$ cat src/design/iat_pkg.sv
// Shared types and constants for the interval allocation table.
`default_nettype none

package iat_pkg;

    localparam int ADDR_W = 16;
    localparam int END_W  = 17;

    typedef enum logic [1:0] {
        ST_DONE      = 2'd0,
        ST_OVERLAP   = 2'd1,
        ST_NOT_FOUND = 2'd2,
        ST_FULL      = 2'd3
    } t_status;

    localparam logic MODE_ALLOC   = 1'b0;
    localparam logic MODE_DEALLOC = 1'b1;

    // How a containing entry relates to the range being released.
    typedef enum logic [1:0] {
        KIND_WHOLE = 2'd0,
        KIND_FRONT = 2'd1,
        KIND_END   = 2'd2,
        KIND_SPLIT = 2'd3
    } t_kind;

    typedef struct packed {
        logic              mode;
        logic [ADDR_W-1:0] range_start;
        logic [ADDR_W-1:0] range_size;
    } t_in_beat;

    typedef struct packed {
        logic [1:0] status;
        logic [4:0] entries_used;
    } t_out_beat;

    // Registered request as the cells see it.
    typedef struct packed {
        logic              mode;
        logic [ADDR_W-1:0] lo;
        logic [END_W-1:0]  hi;
    } t_req;

    // Summary handed from one cell to the next along the row.
    typedef struct packed {
        logic             ovl;
        logic             hit;
        t_kind            kind;
        logic [END_W-1:0] hit_last;
        logic             free;
    } t_link;

    // Table update broadcast to every cell.
    typedef struct packed {
        logic             wr_new;
        logic             rm;
        logic             trim_front;
        logic             trim_end;
        logic             cut;
        logic [END_W-1:0] new_first;
        logic [END_W-1:0] new_last;
    } t_cmd;

endpackage

`default_nettype wire

$ cat src/design/iat_cell.sv
// One table entry: holds a range, compares it with the request and chains its result on.
`default_nettype none

module iat_cell (
    input  wire logic           i_clk,
    input  wire logic           i_rst_n,
    input  wire iat_pkg::t_req  i_req,
    input  wire iat_pkg::t_link i_link,
    output iat_pkg::t_link      o_link,
    input  wire iat_pkg::t_cmd  i_cmd
);

    logic                        r_valid;
    logic [iat_pkg::END_W-1:0]   r_first;
    logic [iat_pkg::END_W-1:0]   r_last;

    logic [iat_pkg::END_W-1:0]   lo_ext;
    logic                        ovl;
    logic                        contain;
    logic                        free;
    logic                        sel_hit;
    logic                        sel_free;
    iat_pkg::t_kind              kind;

    assign lo_ext  = {1'b0, i_req.lo};
    assign ovl     = r_valid && (r_first <= i_req.hi) && (r_last >= lo_ext);
    assign contain = r_valid && (r_first <= lo_ext) && (r_last >= i_req.hi);
    assign free    = !r_valid;

    always_comb begin
        if (r_first == lo_ext && r_last == i_req.hi) begin
            kind = iat_pkg::KIND_WHOLE;
        end else if (r_first == lo_ext) begin
            kind = iat_pkg::KIND_FRONT;
        end else if (r_last == i_req.hi) begin
            kind = iat_pkg::KIND_END;
        end else begin
            kind = iat_pkg::KIND_SPLIT;
        end
    end

    // Only the lowest containing entry and the lowest free entry are selected.
    assign sel_hit  = contain && !i_link.hit;
    assign sel_free = free && !i_link.free;

    always_comb begin
        o_link.ovl      = i_link.ovl | ovl;
        o_link.hit      = i_link.hit | contain;
        o_link.kind     = i_link.hit ? i_link.kind : kind;
        o_link.hit_last = i_link.hit ? i_link.hit_last : r_last;
        o_link.free     = i_link.free | free;
    end

    always_ff @(posedge i_clk) begin
        if (!i_rst_n) begin
            r_valid <= 1'b0;
        end else if (i_cmd.wr_new && sel_free) begin
            r_valid <= 1'b1;
        end else if (i_cmd.rm && sel_hit) begin
            r_valid <= 1'b0;
        end
    end

    always_ff @(posedge i_clk) begin
        if (i_cmd.wr_new && sel_free) begin
            r_first <= i_cmd.new_first;
            r_last  <= i_cmd.new_last;
        end else if (sel_hit) begin
            if (i_cmd.trim_front) begin
                r_first <= i_req.hi;
            end
            if (i_cmd.trim_end) begin
                r_last <= lo_ext;
            end
            if (i_cmd.cut) begin
                r_last <= lo_ext - {{(iat_pkg::END_W-1){1'b0}}, 1'b1};
            end
        end
    end

endmodule

`default_nettype wire

$ cat src/design/interval_allocation_table_unit.sv
// Interval allocation table: a row of entry cells and the request controller.
//
// The input channel carries one request per beat: mode (allocate or
// deallocate), range_start and range_size; the range ends at start plus size
// and both ends belong to it. The output channel returns one beat per
// request with a status and the number of entries in use afterwards.
// A request is first accepted and registered; then every cell compares its
// entry with the request, the cells pass overlap, containment and
// free-slot flags down the row to pick the lowest matching entry, and the
// table is updated. The length of that cell row sets the evaluation path.
// A new request is accepted once the previous one has been evaluated, so
// the block never holds more than one request in evaluation.
// The result sits in an output register; while the receiver stalls, the
// next request is still accepted but waits in evaluation until the output
// register is free. Reset clears every entry valid flag, the use count and
// both channels; the stored range bounds need no reset.
`default_nettype none

module interval_allocation_table_unit #(
    parameter int TABLE_DEPTH = 16
) (
    input  wire logic              i_clk,
    input  wire logic              i_rst_n,
    input  wire logic              i_in_valid,
    output logic                   o_in_stall,
    input  wire iat_pkg::t_in_beat i_in_beat,
    output logic                   o_out_valid,
    input  wire logic              i_out_stall,
    output iat_pkg::t_out_beat     o_out_beat
);

    localparam int CW = $clog2(TABLE_DEPTH + 1);

    typedef enum logic [1:0] {
        S_IDLE = 2'b01,
        S_EVAL = 2'b10
    } t_state;

    t_state              r_state;
    t_state              n_state;
    iat_pkg::t_req       r_req;
    logic [CW-1:0]       r_used;
    logic [CW-1:0]       n_used;
    logic                r_out_valid;
    iat_pkg::t_out_beat  r_out;

    iat_pkg::t_link      links [TABLE_DEPTH+1];
    iat_pkg::t_link      tail;
    iat_pkg::t_cmd       cmd_raw;
    iat_pkg::t_cmd       cmd;
    iat_pkg::t_status    status;
    logic                out_free;
    logic                go;
    logic                accept;

    assign links[0] = '0;
    assign tail     = links[TABLE_DEPTH];

    genvar g;
    generate
        for (g = 0; g < TABLE_DEPTH; g++) begin : g_cell
            iat_cell u_cell (
                .i_clk   (i_clk),
                .i_rst_n (i_rst_n),
                .i_req   (r_req),
                .i_link  (links[g]),
                .o_link  (links[g+1]),
                .i_cmd   (cmd)
            );
        end
    endgenerate

    assign out_free   = !r_out_valid || !i_out_stall;
    assign go         = (r_state == S_EVAL) && out_free;
    assign o_in_stall = (r_state != S_IDLE);
    assign accept     = i_in_valid && !o_in_stall;

    always_comb begin
        cmd_raw = '0;
        status  = iat_pkg::ST_DONE;
        if (r_req.mode == iat_pkg::MODE_ALLOC) begin
            if (tail.ovl) begin
                status = iat_pkg::ST_OVERLAP;
            end else if (!tail.free) begin
                status = iat_pkg::ST_FULL;
            end else begin
                cmd_raw.wr_new    = 1'b1;
                cmd_raw.new_first = {1'b0, r_req.lo};
                cmd_raw.new_last  = r_req.hi;
            end
        end else if (!tail.hit) begin
            status = iat_pkg::ST_NOT_FOUND;
        end else begin
            unique case (tail.kind)
                iat_pkg::KIND_WHOLE: cmd_raw.rm         = 1'b1;
                iat_pkg::KIND_FRONT: cmd_raw.trim_front = 1'b1;
                iat_pkg::KIND_END:   cmd_raw.trim_end   = 1'b1;
                iat_pkg::KIND_SPLIT: begin
                    if (!tail.free) begin
                        status = iat_pkg::ST_FULL;
                    end else begin
                        // The right part goes to the lowest free entry.
                        cmd_raw.cut       = 1'b1;
                        cmd_raw.wr_new    = 1'b1;
                        cmd_raw.new_first = r_req.hi;
                        cmd_raw.new_last  = tail.hit_last;
                    end
                end
                default: cmd_raw = '0;
            endcase
        end
    end

    assign cmd    = go ? cmd_raw : '0;
    assign n_used = r_used + CW'(cmd.wr_new) - CW'(cmd.rm);

    always_comb begin
        n_state = r_state;
        unique case (r_state)
            S_IDLE: if (accept) n_state = S_EVAL;
            S_EVAL: if (go)     n_state = S_IDLE;
            default:            n_state = S_IDLE;
        endcase
    end

    always_ff @(posedge i_clk) begin
        if (!i_rst_n) begin
            r_state     <= S_IDLE;
            r_used      <= '0;
            r_out_valid <= 1'b0;
        end else begin
            r_state <= n_state;
            r_used  <= n_used;
            if (go) begin
                r_out_valid <= 1'b1;
            end else if (!i_out_stall) begin
                r_out_valid <= 1'b0;
            end
        end
    end

    always_ff @(posedge i_clk) begin
        if (accept) begin
            r_req.mode <= i_in_beat.mode;
            r_req.lo   <= i_in_beat.range_start;
            r_req.hi   <= {1'b0, i_in_beat.range_start} + {1'b0, i_in_beat.range_size};
        end
        if (go) begin
            r_out.status       <= status;
            r_out.entries_used <= 5'(n_used);
        end
    end

    assign o_out_valid = r_out_valid;
    assign o_out_beat  = r_out;

endmodule

`default_nettype wire

$ cat config.mk
export PLATFORM = sky130hd
export DESIGN_NAME = interval_allocation_table_unit
export DESIGN_NICKNAME = d
export VERILOG_FILES = /design/src/design/iat_pkg.sv /design/src/design/iat_cell.sv /design/src/design/interval_allocation_table_unit.sv
export SDC_FILE = /design/constraint.sdc
export NUM_CORES = 2
export LEC_CHECK = 0
export ABC_AREA = 1
export BUFFER_PORTS_ARGS = -buffer_cell sky130_fd_sc_hd__buf_2
export CAP_MARGIN = 20
export CORE_UTILIZATION = 40
export CTS_CLUSTER_DIAMETER = 80
export DETAILED_ROUTE_END_ITERATION = 7
export PLACE_DENSITY_LB_ADDON = 0.05
export SETUP_SLACK_MARGIN = 0.1
export SLEW_MARGIN = 30
export SYNTH_ARGS = -nofsm -noshare
export SYNTH_HDL_FRONTEND = slang
export SYNTH_SLANG_ARGS = --single-unit
$ cat constraint.sdc
create_clock -name i_clk -period 8.7 [get_ports i_clk]
set_clock_uncertainty 0.2 [all_clocks]
set_input_delay 0.435 -clock i_clk [delete_from_list [all_inputs] [get_ports i_clk]]
set_output_delay 0.435 -clock i_clk [all_outputs]
set_load 0.005 [all_outputs]
==> impl_metrics.tcl <==
set metrics [dict create \
    dr.pass1.iters 7 \
    grt_max_degree 42 \
    path_common_cell "nand2_1" \
    hold_viol 0 \
    synth_edf_count 585 \
    syn_area_per_cell_sq_um 7.961 \
    place_ws_ns 1.216 \
    via_per_inst 6.021 \
    final_core_util_pct 44.82 \
    slew_viol_final 0 \
    std_cell_rows 136 \
    ys_types 73 \
    grt_pass1_wl_mm 391.7 \
    io_pins 46 \
    die_h_um 374.7 \
    ys_ff_latch 609 \
    critPathLaunchType "flop" \
    die_w_um 374.7 \
    min_path_type "primary input to flop" \
    synth_most_common_cell "nand2_1" \
    tritoncts "done" \
    clock_path_buffers 3 \
    stdcell_area_sq_um 61700 \
    yosysSeqAreaShare_pct 32.48 \
    antenna_found_initial 14 \
    drtIter0Drc 6558 \
    clock-sinks 609 \
    vias 54030 \
    tns_ns 0 \
    design.die.area_sq_um 140400 \
    initial_utilization_pct 40.36 \
    ys_warn_count 0 \
    drt_wl_total_mm 285.1 \
    p_seq_share_pct 36.9 \
    p_sw_w 0.002995 \
    cap_violations 0 \
    ff2ff_setup_slack_ns 0.57 \
    port-buffer-count 45 \
    clk_latency_ns 0.73 \
    cp.arrival_ns 8.37 \
    synth_area_leader_cell "edfxtp_1" \
    status "completed" \
    synth_fp_nets 8096 \
    clk_pin_slew_worst_paths_ns 0.06 \
    period_share_pct 93.40 \
    cp.required_ns 8.94 \
    drive_above_1_share_pct 7.413 \
    synthTopCellsByArea "edfxtp_1, ha_1, nand2_1, a21oi_1, inv_1" \
    hold_slack_ns 0.03885 \
    async_flop_share_pct 0 \
    nFillCells 13720 \
    ir_drop_uv 164.3 \
    p_int_w 0.005914 \
    finalSetupViolations 0 \
    crit_fanout 19 \
    syn_area_sq_um 55560 \
    grt_overflow 0 \
    grtUsageTotal_pct 39.77 \
    p_per_area_nw_per_um2 144.4 \
    yosys-top-cells-count "nand2_1, ha_1, edfxtp_1" \
    gp_congestion 1.007 \
    share_clk_of_total_power_pct 39.6 \
    finalWorstSetupSlack_ns 0.5746 \
    final_nets 8226 \
    slowest_delay_ns 1.01 \
    ant_nets 0 \
    multi_input_area_sq_um 34670 \
    coreArea_sq_um 137700 \
    end_kind "flop" \
    critPathKind "flop to flop" \
    seqCellArea_sq_um 18050 \
    wire_per_inst_um 31.78 \
    cts_root_buf "clkbuf_16" \
    ys.flop_type "edfxtp_1" \
    grt_pass1_vias 50160 \
    syn_inst 6979 \
    dpl.hpwl_mm 200.2 \
    relSlewSlack_pct 18.36 \
    period_needed_ns 8.125 \
    switching_share_pct 33.62 \
    max_slew.worst_pin.slew_ns 1.209 \
    cts_resized 0 \
    slowest_stage "clkinv_1" \
    fmax_mhz 123.1 \
    p_leak_nw 28.50 \
    rsz0062_at_grt "no" \
    drc_errors 0 \
    dpl-instance-area_sq_um 58790 \
    p_comb_share_pct 23.5 \
    cts-htree-levels 3 \
    syn2layout_area_growth_pct 11.05 \
    synth_top_area_share_pct 31.62 \
    cts_buffers 83 \
]
-- final timing paths --
kind,from,endpoint,cells after the start
hold / removal,i_in_valid,r_req[9]$_DFFE_PP_,3
hold reg to reg,g_cell[5].u_cell.r_valid$_SDFFE_PN0P_,g_cell[5].u_cell.r_valid$_SDFFE_PN0P_,2
setup reg to reg,r_req[22]$_DFFE_PP_,g_cell[15].u_cell.r_last[16]$_DFFE_PP_,29
setup / recovery,r_req[22]$_DFFE_PP_,g_cell[15].u_cell.r_last[16]$_DFFE_PP_,29
-- routing by layer --
layer  part of all wire [%]  global-route usage (%)  up-vias  wire, um
met1                     41                   51.99    25820    116000
met2                     44                   62.10     2868    124400
met4                    7.0                   23.05        8     19890
met3                    8.7                   6.319      715     24820
li1                       -                       -    24610         -
met5                  0.019                       0        -        54
-- sequential cells by signal, summed over array words and instances (netlist names) --
| signal | flops |
|---|---|
| r_req | 34 |
| g_cell.u_cell.r_valid | 16 |
| r_state | 2 |
| o_out_beat | 7 |
| o_out_valid | 1 |
| r_used | 5 |
| g_cell.u_cell.r_first | 272 |
| g_cell.u_cell.r_last | 272 |
-- through the flow --
step,instances,total power [W]
final,8973,0.008909
after global routing,8971,0.009172
after CTS,8971,0.008863
after detailed placement,8798,0.005364
after global placement,8792,0.005335
after floorplan,6979,0.004459
-- area by class of cell --
class | instances | share of cell area (%)
Clock inverter | 41 | 0.7280
Antenna cell | 2 | 0.008111
Tap cell | 1794 | 3.638
Sequential cell | 609 | 29.25
Multi-Input combinational cell | 5667 | 56.19
Clock buffer | 112 | 3.628
Timing Repair Buffer | 285 | 3.723
Inverter | 463 | 2.837
-- cells by family after synthesis --
logic type,synth area share (%)
buffers and inverters,5.328
muxes,0.03603
DFF,32.48
and+or+nand+nor,25.83
xor gates and xnor gates,0.4099
AOI/OAI and AO/OA,11.56
adders and majority gates,24.35
-- worst max-delay path: cells and delay by family, from the launching register on --
kind                       cells  cell delay (ns)
and+or+nand+nor               22             4.19
buffers and inverters          5             2.14
DFF                            1             0.60
adders and majority gates      1             0.37
AOI/OAI and AO/OA              1             0.32
-- placed cells by master (no fill, tap or decap), types with 36 or more instances in the layout --
cell type,instances
edfxtp_1,585
nand3_1,198
o21ai_1,55
nand4_1,175
inv_2,36
inv_1,415
buf_2,45
nor2_1,346
a21oi_1,486
nor3_1,133
nand2_1,2451
buf_4,205
ha_1,1078
clkbuf_16,85
o211ai_1,53
a211oi_1,48
o21ai_0,273
nor4_1,41
-- power groups by stage --
stage | Clock, W | Sequential, W | Combinational (W)
2_1_floorplan | 0 | 0.00334 | 0.00112
3_3_place_gp | 0 | 0.00335 | 0.00198
3_5_place_dp | 0 | 0.00335 | 0.00202
4_1_cts | 0.00354 | 0.00329 | 0.00203
5_1_grt | 0.00363 | 0.00329 | 0.00225
6_report | 0.00353 | 0.00329 | 0.00210
-- timing repair --
| action | in CTS | in global routing |
|---|---|---|
| hold buffers | 20 | 0 |
| setup buffers | 0 | 0 |
| endpoints found under the hold margin | 22 | 0 |
No activity file was read; power rests on OpenSTA's default activity.
